## config.mk

```make
export PLATFORM = sky130hd
export DESIGN_NAME = text_console_cursor_scroll
export DESIGN_NICKNAME = d
export VERILOG_FILES = /design/src/sv/tccs_pkg.sv /design/src/sv/tccs_front.sv /design/src/sv/tccs_queue.sv /design/src/sv/tccs_back.sv /design/src/sv/text_console_cursor_scroll.sv
export VERILOG_INCLUDE_DIRS = /design/src /design/src/sv
export SDC_FILE = /design/constraint.sdc
export NUM_CORES = 1
export LEC_CHECK = 0
export ABC_CLOCK_PERIOD_IN_PS = 18820
export BUFFER_PORTS_ARGS = -buffer_cell sky130_fd_sc_hd__buf_2
export CAP_MARGIN = 20
export CELL_PAD_IN_SITES_DETAIL_PLACEMENT = 0
export CELL_PAD_IN_SITES_GLOBAL_PLACEMENT = 2
export CORE_MARGIN = 2
export CORE_UTILIZATION = 48
export CTS_BUF_LIST = sky130_fd_sc_hd__clkbuf_2 sky130_fd_sc_hd__clkbuf_4 sky130_fd_sc_hd__clkbuf_8
export CTS_CLUSTER_DIAMETER = 40
export CTS_CLUSTER_SIZE = 10
export DETAILED_ROUTE_END_ITERATION = 8
export GPL_TIMING_DRIVEN = 0
export PLACE_DENSITY = 0.86
export SYNTH_ARGS = -nofsm -noshare
export SYNTH_HDL_FRONTEND = slang
export SYNTH_HIERARCHICAL = 1
export SYNTH_SLANG_ARGS = --single-unit
export TNS_END_PERCENT = 50
```

## constraint.sdc

```tcl
create_clock -name clk -period 18.82 [get_ports clk]
set_input_delay 3.764 -clock clk [delete_from_list [all_inputs] [get_ports clk]]
set_output_delay 3.764 -clock clk [all_outputs]
set_load 0.02 [all_outputs]
```

## src/sv/text_console_cursor_scroll_defines.svh

```systemverilog
// Assertion macros for the text console engine.
`ifndef TEXT_CONSOLE_CURSOR_SCROLL_DEFINES_SVH
`define TEXT_CONSOLE_CURSOR_SCROLL_DEFINES_SVH

`ifndef SYNTH

// Property that must hold on every clock edge out of reset.
`define TCCS_CHECK(lbl, clk, rst_n, prop) \
  lbl: assert property (@(posedge clk) disable iff (!rst_n) (prop)) \
    else $error("tccs check failed");

// Condition on one edge that forces a condition on the next edge.
`define TCCS_CHECK_NEXT(lbl, clk, rst_n, pre, post) \
  lbl: assert property (@(posedge clk) disable iff (!rst_n) (pre) |=> (post)) \
    else $error("tccs sequence check failed");

`else

`define TCCS_CHECK(lbl, clk, rst_n, prop)
`define TCCS_CHECK_NEXT(lbl, clk, rst_n, pre, post)

`endif

`endif

```

## src/sv/tccs_pkg.sv

```systemverilog
// Shared constants, types and helpers of the text console engine.
package tccs_pkg;

  localparam int COLUMNS       = 80;
  localparam int SCREEN_CELLS  = 2000;
  localparam int CONSOLES      = 3;
  localparam int CONSOLE_CELLS = 5461;

  // Port widths fixed by the interface.
  localparam int OW    = 14;
  localparam int CIDXW = 3;
  localparam int OPW   = 2;

  // Internal address width holds every sum formed against a slice end.
  localparam int AW  = $clog2(CONSOLES * CONSOLE_CELLS + SCREEN_CELLS + COLUMNS + 1);
  localparam int CIW = (CONSOLES > 1) ? $clog2(CONSOLES) : 1;
  localparam int CW  = $clog2(COLUMNS);

  // Request queue; depth must be a power of two so the pointers wrap.
  localparam int QDEPTH = 2;
  localparam int QAW    = (QDEPTH > 1) ? $clog2(QDEPTH) : 1;
  localparam int QCW    = $clog2(QDEPTH + 1);

  localparam logic [7:0] CH_NEWLINE   = 8'd10;
  localparam logic [7:0] CH_BACKSPACE = 8'd8;
  localparam logic [7:0] CH_SPACE     = 8'd32;
  localparam logic [7:0] ATTR_RESET   = 8'd7;

  localparam logic [OPW-1:0] OP_PRINT  = 2'd0;
  localparam logic [OPW-1:0] OP_SCR_UP = 2'd1;
  localparam logic [OPW-1:0] OP_SCR_DN = 2'd2;
  localparam logic [OPW-1:0] OP_SELECT = 2'd3;

  localparam logic [2:0] K_NOP       = 3'd0;
  localparam logic [2:0] K_NEWLINE   = 3'd1;
  localparam logic [2:0] K_BACKSPACE = 3'd2;
  localparam logic [2:0] K_PUTC      = 3'd3;
  localparam logic [2:0] K_SCR_UP    = 3'd4;
  localparam logic [2:0] K_SCR_DN    = 3'd5;
  localparam logic [2:0] K_SELECT    = 3'd6;

  typedef struct packed {
    logic [2:0]     kind;
    logic [CIW-1:0] console;
    logic [7:0]     character;
  } cmd_t;

  typedef struct packed {
    logic             cell_write;
    logic [OW-1:0]    cell_address;
    logic [7:0]       cell_char;
    logic [7:0]       cell_attr;
    logic [OW-1:0]    crtc_cursor;
    logic [OW-1:0]    crtc_start;
    logic [CIDXW-1:0] active_console;
  } res_t;

  function automatic logic [AW-1:0] base_of(logic [CIW-1:0] c);
    return AW'(c) * AW'(CONSOLE_CELLS);
  endfunction

endpackage

```

## src/sv/tccs_front.sv

```systemverilog
// Front end: takes requests and sorts them into execution commands.
module tccs_front (
  input  logic                         start,
  output logic                         busy,
  input  logic [tccs_pkg::OPW-1:0]     in_op,
  input  logic [tccs_pkg::CIDXW-1:0]   in_console_index,
  input  logic [7:0]                   in_character,
  input  logic                         q_full,
  output logic                         q_push,
  output tccs_pkg::cmd_t               q_cmd
);
  import tccs_pkg::*;

  logic cons_ok;

  assign busy    = q_full;
  assign q_push  = start && !q_full;
  assign cons_ok = {1'b0, in_console_index} < (CIDXW + 1)'(CONSOLES);

  always_comb begin
    q_cmd.character = in_character;
    q_cmd.console   = cons_ok ? CIW'(in_console_index) : '0;
    q_cmd.kind      = K_NOP;
    if (cons_ok) begin
      unique case (in_op)
        OP_PRINT: begin
          if (in_character == CH_NEWLINE) begin
            q_cmd.kind = K_NEWLINE;
          end else if (in_character == CH_BACKSPACE) begin
            q_cmd.kind = K_BACKSPACE;
          end else begin
            q_cmd.kind = K_PUTC;
          end
        end
        OP_SCR_UP: q_cmd.kind = K_SCR_UP;
        OP_SCR_DN: q_cmd.kind = K_SCR_DN;
        OP_SELECT: q_cmd.kind = K_SELECT;
        default:   q_cmd.kind = K_NOP;
      endcase
    end
  end

endmodule

```

## src/sv/tccs_queue.sv

```systemverilog
// Short command queue between the front end and the execution unit.
module tccs_queue (
  input  logic           clk,
  input  logic           rst_n,
  input  logic           push,
  input  tccs_pkg::cmd_t din,
  input  logic           pop,
  output tccs_pkg::cmd_t dout,
  output logic           empty,
  output logic           full
);
  import tccs_pkg::*;

  cmd_t           mem_r [QDEPTH];
  logic [QAW-1:0] wr_ptr_r, wr_ptr_nxt;
  logic [QAW-1:0] rd_ptr_r, rd_ptr_nxt;
  logic [QCW-1:0] count_r, count_nxt;
  logic           do_push, do_pop;

  assign empty   = (count_r == '0);
  assign full    = (count_r == QCW'(QDEPTH));
  assign do_push = push && !full;
  assign do_pop  = pop && !empty;
  assign dout    = mem_r[rd_ptr_r];

  always_comb begin
    wr_ptr_nxt = do_push ? wr_ptr_r + 1'b1 : wr_ptr_r;
    rd_ptr_nxt = do_pop ? rd_ptr_r + 1'b1 : rd_ptr_r;
    count_nxt  = count_r;
    if (do_push && !do_pop) begin
      count_nxt = count_r + 1'b1;
    end else if (do_pop && !do_push) begin
      count_nxt = count_r - 1'b1;
    end
  end

  always_ff @(posedge clk) begin
    if (!rst_n) begin
      wr_ptr_r <= '0;
      rd_ptr_r <= '0;
      count_r  <= '0;
    end else begin
      wr_ptr_r <= wr_ptr_nxt;
      rd_ptr_r <= rd_ptr_nxt;
      count_r  <= count_nxt;
    end
  end

  always_ff @(posedge clk) begin
    if (do_push) begin
      mem_r[wr_ptr_r] <= din;
    end
  end

endmodule

```

## src/sv/tccs_back.sv

```systemverilog
// Execution unit: console state, cursor and scroll updates, result register.
module tccs_back (
  input  logic           clk,
  input  logic           rst_n,
  input  logic           cmd_valid,
  input  tccs_pkg::cmd_t cmd,
  output logic           cmd_pop,
  input  logic           cfg_we,
  input  logic [7:0]     cfg_data,
  output logic           res_valid,
  output tccs_pkg::res_t res
);
  import tccs_pkg::*;

  localparam logic [1:0] S_IDLE = 2'd0;
  localparam logic [1:0] S_EXEC = 2'd1;
  localparam logic [1:0] S_FIN  = 2'd2;

  logic [1:0]       state_r, state_nxt;
  logic [AW-1:0]    cur_arr_r [CONSOLES];
  logic [AW-1:0]    vs_arr_r  [CONSOLES];
  logic [CW-1:0]    col_arr_r [CONSOLES];
  logic [CIDXW-1:0] sel_r;
  logic [OW-1:0]    hw_cursor_r, hw_start_r;
  logic [7:0]       attr_r;
  logic             res_valid_r;
  res_t             res_r;

  // Working registers of the command in flight.
  cmd_t             cmd_r;
  logic [AW-1:0]    cur_r, vs_r, end_r, waddr_r;
  logic [CW-1:0]    col_r;
  logic             wr_r, loop_r;
  logic [7:0]       wchar_r;

  logic [CIW-1:0]   idx;
  logic [AW-1:0]    cur, vs, base, endc;
  logic [CW-1:0]    col;
  logic [AW-1:0]    cur_x, vs_x, waddr_x;
  logic [CW-1:0]    col_x;
  logic             wr_x;
  logic [7:0]       wchar_x;
  logic [AW-1:0]    lim;
  logic             more, is_op;
  logic [OW-1:0]    hw_cur_f, hw_st_f;
  logic [CIDXW-1:0] sel_f;

  assign cmd_pop = (state_r == S_IDLE) && cmd_valid;

  always_comb begin
    idx     = cmd_r.console;
    cur     = cur_arr_r[idx];
    vs      = vs_arr_r[idx];
    col     = col_arr_r[idx];
    base    = base_of(idx);
    endc    = base + AW'(CONSOLE_CELLS);
    cur_x   = cur;
    vs_x    = vs;
    col_x   = col;
    wr_x    = 1'b0;
    waddr_x = '0;
    wchar_x = '0;
    unique case (cmd_r.kind)
      K_NEWLINE: begin
        // The column count gives the distance to the next line start.
        if (cur + AW'(COLUMNS) < endc) begin
          cur_x = cur + AW'(COLUMNS) - AW'(col);
          col_x = '0;
        end
      end
      K_BACKSPACE: begin
        if (cur > base) begin
          cur_x   = cur - 1'b1;
          col_x   = (col == '0) ? CW'(COLUMNS - 1) : col - 1'b1;
          wr_x    = 1'b1;
          waddr_x = cur - 1'b1;
          wchar_x = CH_SPACE;
        end
      end
      K_PUTC: begin
        if (cur + 1'b1 < endc) begin
          cur_x   = cur + 1'b1;
          col_x   = (col == CW'(COLUMNS - 1)) ? '0 : col + 1'b1;
          wr_x    = 1'b1;
          waddr_x = cur;
          wchar_x = cmd_r.character;
        end
      end
      K_SCR_UP: begin
        if (vs > base) begin
          vs_x = vs - AW'(COLUMNS);
        end
      end
      K_SCR_DN: begin
        if (vs + AW'(SCREEN_CELLS) < endc) begin
          vs_x = vs + AW'(COLUMNS);
        end
      end
      default: ;
    endcase
  end

  // After a print the view follows the cursor one line per cycle.
  always_comb begin
    lim      = vs_r + AW'(SCREEN_CELLS);
    more     = loop_r && (cur_r >= lim) && (lim < end_r);
    is_op    = (cmd_r.kind != K_NOP);
    hw_cur_f = is_op ? OW'(cur_r) : hw_cursor_r;
    hw_st_f  = is_op ? OW'(vs_r) : hw_start_r;
    sel_f    = (cmd_r.kind == K_SELECT) ? CIDXW'(cmd_r.console) : sel_r;
  end

  always_comb begin
    state_nxt = state_r;
    unique case (state_r)
      S_IDLE:  if (cmd_valid) state_nxt = S_EXEC;
      S_EXEC:  state_nxt = S_FIN;
      S_FIN:   if (!more) state_nxt = S_IDLE;
      default: state_nxt = S_IDLE;
    endcase
  end

  always_ff @(posedge clk) begin
    if (!rst_n) begin
      state_r     <= S_IDLE;
      sel_r       <= '0;
      hw_cursor_r <= '0;
      hw_start_r  <= '0;
      attr_r      <= ATTR_RESET;
      res_valid_r <= 1'b0;
      for (int i = 0; i < CONSOLES; i++) begin
        cur_arr_r[i] <= base_of(CIW'(i));
        vs_arr_r[i]  <= base_of(CIW'(i));
        col_arr_r[i] <= '0;
      end
    end else begin
      state_r     <= state_nxt;
      res_valid_r <= (state_r == S_FIN) && !more;
      if (cfg_we) begin
        attr_r <= cfg_data;
      end
      if (state_r == S_FIN && !more && is_op) begin
        cur_arr_r[cmd_r.console] <= cur_r;
        vs_arr_r[cmd_r.console]  <= vs_r;
        col_arr_r[cmd_r.console] <= col_r;
        hw_cursor_r              <= hw_cur_f;
        hw_start_r               <= hw_st_f;
        sel_r                    <= sel_f;
      end
    end
  end

  always_ff @(posedge clk) begin
    if (cmd_pop) begin
      cmd_r <= cmd;
    end
    if (state_r == S_EXEC) begin
      cur_r   <= cur_x;
      vs_r    <= vs_x;
      col_r   <= col_x;
      end_r   <= endc;
      wr_r    <= wr_x;
      waddr_r <= waddr_x;
      wchar_r <= wchar_x;
      loop_r  <= (cmd_r.kind == K_NEWLINE) || (cmd_r.kind == K_BACKSPACE) ||
                 (cmd_r.kind == K_PUTC);
    end else if (state_r == S_FIN && more) begin
      vs_r <= vs_r + AW'(COLUMNS);
    end
    if (state_r == S_FIN && !more) begin
      res_r.cell_write     <= wr_r;
      res_r.cell_address   <= OW'(waddr_r);
      res_r.cell_char      <= wchar_r;
      res_r.cell_attr      <= wr_r ? attr_r : 8'd0;
      res_r.crtc_cursor    <= hw_cur_f;
      res_r.crtc_start     <= hw_st_f;
      res_r.active_console <= sel_f;
    end
  end

  assign res_valid = res_valid_r;
  assign res       = res_r;

endmodule

```

## src/sv/text_console_cursor_scroll.sv

```systemverilog
// Top level of the multi-console text engine: front end, queue and execution unit.
//
//  channel  | handshake            | payload
//  ---------+----------------------+------------------------------------------
//  request  | start / busy         | in_op, in_console_index, in_character
//  result   | out_valid (strobe)   | out_cell_*, out_crtc_*, out_active_console
//  config   | cfg_we               | cfg_data (text attribute)
//
// A request passes the execution unit's idle, execute and finish states and then the
// result register; a print stays in the finish state for each line the view scrolls
// to follow the cursor, as the single-step scroll loop moves the view a line at a time.
// The front end takes up to two requests ahead while the execution unit works.
// Reset is synchronous and active low; results cannot be stalled.
module text_console_cursor_scroll (
  input  logic                       clk,
  input  logic                       rst_n,
  input  logic                       start,
  output logic                       busy,
  input  logic [tccs_pkg::OPW-1:0]   in_op,
  input  logic [tccs_pkg::CIDXW-1:0] in_console_index,
  input  logic [7:0]                 in_character,
  input  logic                       cfg_we,
  input  logic [7:0]                 cfg_data,
  output logic                       out_valid,
  output logic                       out_cell_write,
  output logic [tccs_pkg::OW-1:0]    out_cell_address,
  output logic [7:0]                 out_cell_char,
  output logic [7:0]                 out_cell_attr,
  output logic [tccs_pkg::OW-1:0]    out_crtc_cursor,
  output logic [tccs_pkg::OW-1:0]    out_crtc_start,
  output logic [tccs_pkg::CIDXW-1:0] out_active_console
);
  import tccs_pkg::*;

  `include "text_console_cursor_scroll_defines.svh"

  logic q_push, q_full, q_empty, q_pop;
  cmd_t q_in, q_out;
  res_t res;

  tccs_front u_front (
    .start            (start),
    .busy             (busy),
    .in_op            (in_op),
    .in_console_index (in_console_index),
    .in_character     (in_character),
    .q_full           (q_full),
    .q_push           (q_push),
    .q_cmd            (q_in)
  );

  tccs_queue u_queue (
    .clk   (clk),
    .rst_n (rst_n),
    .push  (q_push),
    .din   (q_in),
    .pop   (q_pop),
    .dout  (q_out),
    .empty (q_empty),
    .full  (q_full)
  );

  tccs_back u_back (
    .clk       (clk),
    .rst_n     (rst_n),
    .cmd_valid (!q_empty),
    .cmd       (q_out),
    .cmd_pop   (q_pop),
    .cfg_we    (cfg_we),
    .cfg_data  (cfg_data),
    .res_valid (out_valid),
    .res       (res)
  );

  assign out_cell_write     = res.cell_write;
  assign out_cell_address   = res.cell_address;
  assign out_cell_char      = res.cell_char;
  assign out_cell_attr      = res.cell_attr;
  assign out_crtc_cursor    = res.crtc_cursor;
  assign out_crtc_start     = res.crtc_start;
  assign out_active_console = res.active_console;

  // Each request passes the execute and finish states, so strobes never touch.
  `TCCS_CHECK_NEXT(a_strobe_gap, clk, rst_n, out_valid, !out_valid)
  // A result without a cell write carries zeroed cell fields.
  `TCCS_CHECK(a_no_write_zero, clk, rst_n,
    !(out_valid && !out_cell_write) ||
    (out_cell_address == '0 && out_cell_char == 8'd0 && out_cell_attr == 8'd0))
  // Selects beyond the console count never reach the active console.
  `TCCS_CHECK(a_active_range, clk, rst_n,
    !out_valid || ({1'b0, out_active_console} < (CIDXW + 1)'(CONSOLES)))
  // A full queue always holds the front end off.
  `TCCS_CHECK(a_full_busy, clk, rst_n, !q_full || busy)

endmodule
```

Word level (Yosys, flattened, before mapping)
Memories as Yosys holds them, arrays and structs flattened. A register that Yosys moved wholly into a read port is not among the register bits.
Cells that the tools add are included.
{"block": "totals", "regBits": 184, "mem_bits_rw": 137, "inputBits": 25, "out_inout_bits": 64, "word_cells": 151, "n_memories": 4}
{"block": "classes", "add_sub_neg": 16, "n_mul": 1, "order_cmp": 8, "eq_ne": 17, "mux": 52, "reduce_logical": 29}
{"memory": "u_back.cur_arr_r", "depth": 3, "word_bits": 15, "read_ports": 1, "rd_ports_with_merged_regs": 0, "write_ports": 3, "line": "tccs_back.sv:20", "text": "logic [AW-1:0] cur_arr_r [CONSOLES];"}
{"memory": "u_back.vs_arr_r", "depth": 3, "word_bits": 15, "read_ports": 1, "rd_ports_with_merged_regs": 0, "write_ports": 3, "line": "tccs_back.sv:21", "text": "logic [AW-1:0] vs_arr_r [CONSOLES];"}
{"memory": "u_queue.mem_r", "depth": 2, "word_bits": 13, "read_ports": 1, "rd_ports_with_merged_regs": 1, "write_ports": 1, "line": "tccs_queue.sv:14", "text": "cmd_t mem_r [QDEPTH];"}
{"memory": "u_back.col_arr_r", "depth": 3, "word_bits": 7, "read_ports": 1, "rd_ports_with_merged_regs": 0, "write_ports": 3, "line": "tccs_back.sv:22", "text": "logic [CW-1:0] col_arr_r [CONSOLES];"}
{"cell": "15-bit 2-to-1 mux", "n": 9}
{"cell": "15-bit less-than comparator", "n": 4}
{"cell": "14-bit 2-to-1 mux", "n": 4}
{"cell": "15-bit by 7-bit adder with 15-bit output (second input constant)", "n": 3}
{"cell": "15-bit case mux with 3 select lines", "n": 1}
{"cell": "7-bit 2-to-1 mux", "n": 6}
{"cell": "15-bit by 11-bit adder with 15-bit output (second input constant)", "n": 2}
{"cell": "15-bit > comparator", "n": 2}
{"cell": "15-bit case mux with 2 select lines", "n": 1}
{"cell": "15-bit OR reduction", "n": 2}
{"cell": "14-bit case mux with 2 select lines", "n": 1}
{"cell": "7-bit case mux with 3 select lines", "n": 1}
{"cell": "8-bit by 4-bit == test with 1-bit output (second input constant)", "n": 2}
{"cell": "2-bit 2-to-1 mux", "n": 8}
{"cell": "8-bit case mux with 2 select lines", "n": 1}
{"cell": "15-bit by 1-bit adder with 15-bit output (second input constant)", "n": 1}
{"cell": "15-bit by 13-bit adder with 15-bit output (second input constant)", "n": 1}
{"cell": "15-bit >= comparator", "n": 1}
{"cell": "2-bit by 13-bit multiplier with 15-bit output (second input constant)", "n": 1}
{"cell": "15-bit by 1-bit subtractor with 15-bit output (second input constant)", "n": 1}
{"cell": "15-bit by 7-bit subtractor with 15-bit output", "n": 1}
{"cell": "15-bit by 7-bit subtractor with 15-bit output (second input constant)", "n": 1}
{"cell": "1-bit 2-to-1 mux", "n": 12}
{"cell": "3-bit case mux with 4 select lines", "n": 1}
{"cell": "27 further kinds", "n": 56}

Depth between registers and ports, before layout
{"block": "depth", "ltp_word": 12, "mapped_depth": 21, "ltp_nobuf": 17}

Modules after synthesis
The synthesis kept the hierarchy.
{"mod": "tccs_back", "n_inst": 1, "cells_per_inst": 1510, "area_per_inst_um2": 17848.4, "seq_area_each_um2": 9559.2}
{"mod": "tccs_queue", "n_inst": 1, "cells_per_inst": 65, "area_per_inst_um2": 1166.1, "seq_area_each_um2": 880.8}
{"mod": "tccs_front", "n_inst": 1, "cells_per_inst": 25, "area_per_inst_um2": 167.7, "seq_area_each_um2": 0.0}
{"mod": "text_console_cursor_scroll", "n_inst": 1, "cells_per_inst": 1, "area_per_inst_um2": 3.8, "seq_area_each_um2": 0.0}

Worst setup path before layout
Ideal clock, no wire load.
{"block": "synth_path", "kind": "register to register", "start": "reg u_back.vs_r[9]", "end": "mem u_back/col_arr_r[0][0] (netlist name) (enable)", "setup_ns": 0.483, "arrival_time_ns": 9.343, "required_ns": 18.337, "slack_ns": 8.994, "path_stages_with_launch": 17, "n_path_buf": 3, "period_less_slack_ns": 9.826, "path_cell_list": "edfxtp_1 clkbuf_1 or3_1 nor2_1 nand2_1 and4_1 xor2_1 inv_1 ha_1 a21o_1 a2111oi_0 o211ai_1 a31oi_1 nand2b_1 clkbuf_1 clkbuf_1 o21ai_0"}
{"item": "from (decl)", "line": "tccs_back.sv:31", "text": "logic [AW-1:0] cur_r, vs_r, end_r, waddr_r;"}
{"item": "from (signal assigned)", "line": "tccs_back.sv:159", "text": "vs_r <= vs_x;"}
{"item": "from (signal assigned)", "line": "tccs_back.sv:168", "text": "vs_r <= vs_r + AW'(COLUMNS);"}
{"item": "to (decl)", "line": "tccs_back.sv:22"}

==> reports/metrics.yaml <==
status:
  status: "completed"
grt:
  antenna_found_initial: 0
  grt_max_degree: 62
  grt_pass1_wl_um: 78260
  overflow: 0
  grt_use_total_pct: 25.00
  grt_pass1_vias: 13160
clock_tree:
  clkSinkCount: 364
  cts-resized-gates: 0
  h-tree-depth: 2
  clk_path_buf_depth: 3
  cts_root_buf: "clkbuf_8"
  clk_latency_ns: 0.64
  tritoncts: "built"
  postCtsSetupRepairBufs: 0
  ctsHoldBuffers: 0
  cts_buffers: 48
  cts.clk_slew.worst_paths_ns: 0.07
drt:
  via_count: 13340
  drc: 0
  first_pass_iters: 5
  via_per_inst: 5.764
  wl_per_cell_um: 21.98
  drtAntennaViolNets: 0
  first_iter_violations: 1194
  wl_um: 50870
synth:
  async_flop_share_pct: 0
  syn_avg_cell_area_um2: 11.98
  syn_area_mm2: 0.01919
  seq_area_frac_synth_pct: 54.42
  synthesis.nets: 1754
  synth_cell_types: 77
  synth-warning-count: 6
  synth_edf_count: 315
  yosys_most_used_dff: "edfxtp_1"
  syn_inst: 1601
  ys_ff_latch: 364
placement:
  dp_hpwl_um: 36730
  dp_slack_ns: 11.78
  gp_congestion: 0.9010
  io_buffers: 87
power:
  internal_power_uw: 2114
  p_sw_share_pct: 42.62
  power.share.combinational_pct: 51.1
  powerDensity_mw_per_mm2: 170.4
  power.switching_uw: 1570
  ir_drop_mv: 0.09402
  p_seq_share_pct: 31.4
  power.leakage_uw: 0.008040
  clock_power_share_pct: 17.5
  finalPower_uw: 3684
setup_path:
  worstPathCellList: "buf_2, buf_2, buf_2, mux4_2, ha_1, nand4_1, nor2_1, nand2_1, or3_1, xnor2_1, ha_1, nand4_1, a2111o_1, a21oi_1, a2111oi_2, nand2_1, clkbuf_1, o2bb2ai_1, o21ai_0, o211ai_1"
  crit_required_ns: 19.20
  crit_path_top_delay_cell: "a2111oi_2"
  worst-path-buf-inv: 4
  critPathMaxStageDelay_ns: 0.91
  end_kind: "register"
  crit_top_cell: "buf_2"
  cp_top_family: "simple AND/OR/NAND/NOR gates"
  cp.arrival_ns: 6.93
  path_max_fanout: 10
  cp-start-kind: "register"
  critPathKind: "register to register"
floorplan:
  ioPinCount: 89
  fp.coreArea_mm2: 0.03955
  die_y_um: 203.9
  start_util_pct: 48.51
  die_w_um: 203.9
  placementRows: 73
  die_area_mm2: 0.04159
layout:
  multi_input_area_mm2: 0.008184
  seqCellArea_mm2: 0.01044
  finish.net_count: 1903
  fin_util_pct: 54.66
  fillers: 3408
  drive_above_1_share_pct: 17.51
  areaGrowthSynthToFinish_pct: 12.68
timing:
  finClkSkew_ns: 0.03358
  maxSlewHeadroom_pct: 29.33
  layout_min_cycle_time_ns: 6.548
  setup_ws_ns: 12.27
  rsz0062_at_grt: "no"
  fmax_ghz: 0.1527
  finalHoldWorstSlack_ns: 0.4163
  fin_crit_sh_pct: 34.79
  worst-slew-pin-transition_ns: 1.059
  hold_violations: 0
  setup_viol: 0
  setup_tns_ns: 0
  slew_violations: 0
worst_hold_path:
  hold_path.class: "register to register"
run:
  drv_cap: 0
-- Yosys cell counts, types with 5 or more instances --
| cell | n | share of area, % |
|---|---|---|
| o21ai_1 | 11 | 0.29 |
| buf_2 | 6 | 0.16 |
| mux2i_1 | 11 | 0.57 |
| o211ai_1 | 14 | 0.55 |
| mux4_2 | 37 | 4.3 |
| a21oi_1 | 46 | 1.2 |
| nand3_1 | 62 | 1.6 |
| xor2_1 | 25 | 1.1 |
| nor2b_1 | 23 | 0.75 |
| edfxtp_1 | 315 | 49 |
| buf_4 | 12 | 0.47 |
| nor3_1 | 33 | 0.86 |
| buf_1 | 7 | 0.14 |
| o21a_1 | 8 | 0.31 |
| clkbuf_1 | 60 | 1.2 |
| a31oi_1 | 10 | 0.33 |
| mux2_2 | 36 | 2.1 |
| dfxtp_1 | 49 | 5.1 |
| nor3_2 | 5 | 0.26 |
| nand4_1 | 19 | 0.62 |
| a21o_1 | 23 | 0.90 |
| ha_1 | 127 | 8.3 |
| o21ai_0 | 100 | 2.6 |
| and2_1 | 96 | 3.1 |
| a211oi_1 | 7 | 0.27 |
| nor2_1 | 64 | 1.3 |
| nand2_1 | 132 | 2.6 |
| xnor2_1 | 47 | 2.1 |
| or3_1 | 35 | 1.1 |
| nand2b_1 | 11 | 0.36 |
| inv_1 | 57 | 1.1 |
| o22ai_1 | 7 | 0.23 |
| and3_1 | 17 | 0.55 |
-- state kept, by name, summed over array words and instances, names as in the netlist, 11 cells and up, named ones only --
| signal | count |
|---|---|
| u_back/col_arr_r | 28 |
| u_back/res | 62 |
| u_back/vs_arr_r | 60 |
| u_back/waddr_r | 14 |
| u_back/cur_r | 15 |
| u_back/hw_start_r | 14 |
| u_back/hw_cursor_r | 14 |
| u_back/cmd_r | 11 |
| u_back/vs_r | 15 |
| u_back/cur_arr_r | 60 |
| u_queue/mem_r | 26 |
-- power groups by stage --
stage               clock network (uW)  registers [uW]  logic [uW]
floorplan                            0            1160        1280
global placement                     0            1180        1810
detailed placement                   0            1170        1860
CTS                                660            1160        1870
global route                       691            1170        2090
finish                             646            1150        1880
-- final timing paths --
| kind | from | endpoint | slack, ns | cells after the start |
|---|---|---|---|---|
| worst max-delay path | register | u_back/cur_r[7]$_DFFE_PP_ | 12.27 | 20 |
| worst min-delay path | u_back/wchar_r[1]$_DFFE_PP_ | u_back/res[40]$_DFFE_PN_ | 0.42 | 0 |
| worst max register to register | register | u_back/cur_r[7]$_DFFE_PP_ | 12.27 | 20 |
| worst min register to register | u_back/wchar_r[1]$_DFFE_PP_ | u_back/res[40]$_DFFE_PN_ | 0.42 | 0 |
-- layer usage --
metal	part of all wire [%]	global-route usage, %	vias up	routed length (um)
met3	5.4	3.508	85	2756
met5	0	0	-	0
met4	2.7	7.690	0	1379
met1	44	34.23	6560	22390
met2	48	41.39	430	24340
li1	-	-	6262	-
-- per-stage QoR --
| stage | instances | cell area [um^2] |
|---|---|---|
| 6_report | 2314 | 21620 |
| 5_1_grt | 2313 | 21620 |
| 4_1_cts | 2312 | 21600 |
| 3_5_place_dp | 2224 | 20540 |
| 3_3_place_gp | 2213 | 20280 |
| 2_1_floorplan | 1601 | 19190 |
-- cell type report --
cell class              count  share of cell area, %
clock inverters            13                 0.7698
clock buffers              75                  4.138
plain buffers              88                  1.875
flip-flops and latches    364                  48.29
multi-input cells        1091                  37.86
inverters                  58                  1.019
repair buffers             99                  2.998
diodes                      1                0.01158
well taps                 525                  3.039
-- cell usage in the layout (no fill, tap or decap), types with 53 or more instances in the layout --
cell / instances
nor2_1: 63
clkbuf_8: 53
ha_1: 127
edfxtp_1: 315
buf_2: 94
o21ai_0: 96
clkbuf_1: 60
and2_1: 96
nand2_1: 132
nand3_1: 62
inv_1: 56
-- kinds of logic (layout without fill, tap and decap cells) --
group           Yosys count  in the layout  synth area share, %
buf+inv                 146            333                3.248
simple gates            530            530                14.58
other cells               0              1                    0
fa+ha+maj               128            128                8.387
xor+xnor                 72             72                3.287
compound gates          277            277                9.058
flops                   364            364                54.42
mux                      84             84                7.030
-- worst register-to-register path: cells and delay by family, from the launching register on --
family / cells / cell delay (ns)
XOR/XNOR: 1 / 0.17
AO/OA/AOI/OAI: 6 / 1.60
adder cells (fa/ha/maj): 2 / 0.66
flip-flops: 1 / 0.33
multiplexers: 1 / 0.42
buffers and inverters: 4 / 1.44
AND/OR/NAND/NOR: 6 / 1.71
No activity file was read; power rests on OpenSTA's default activity.
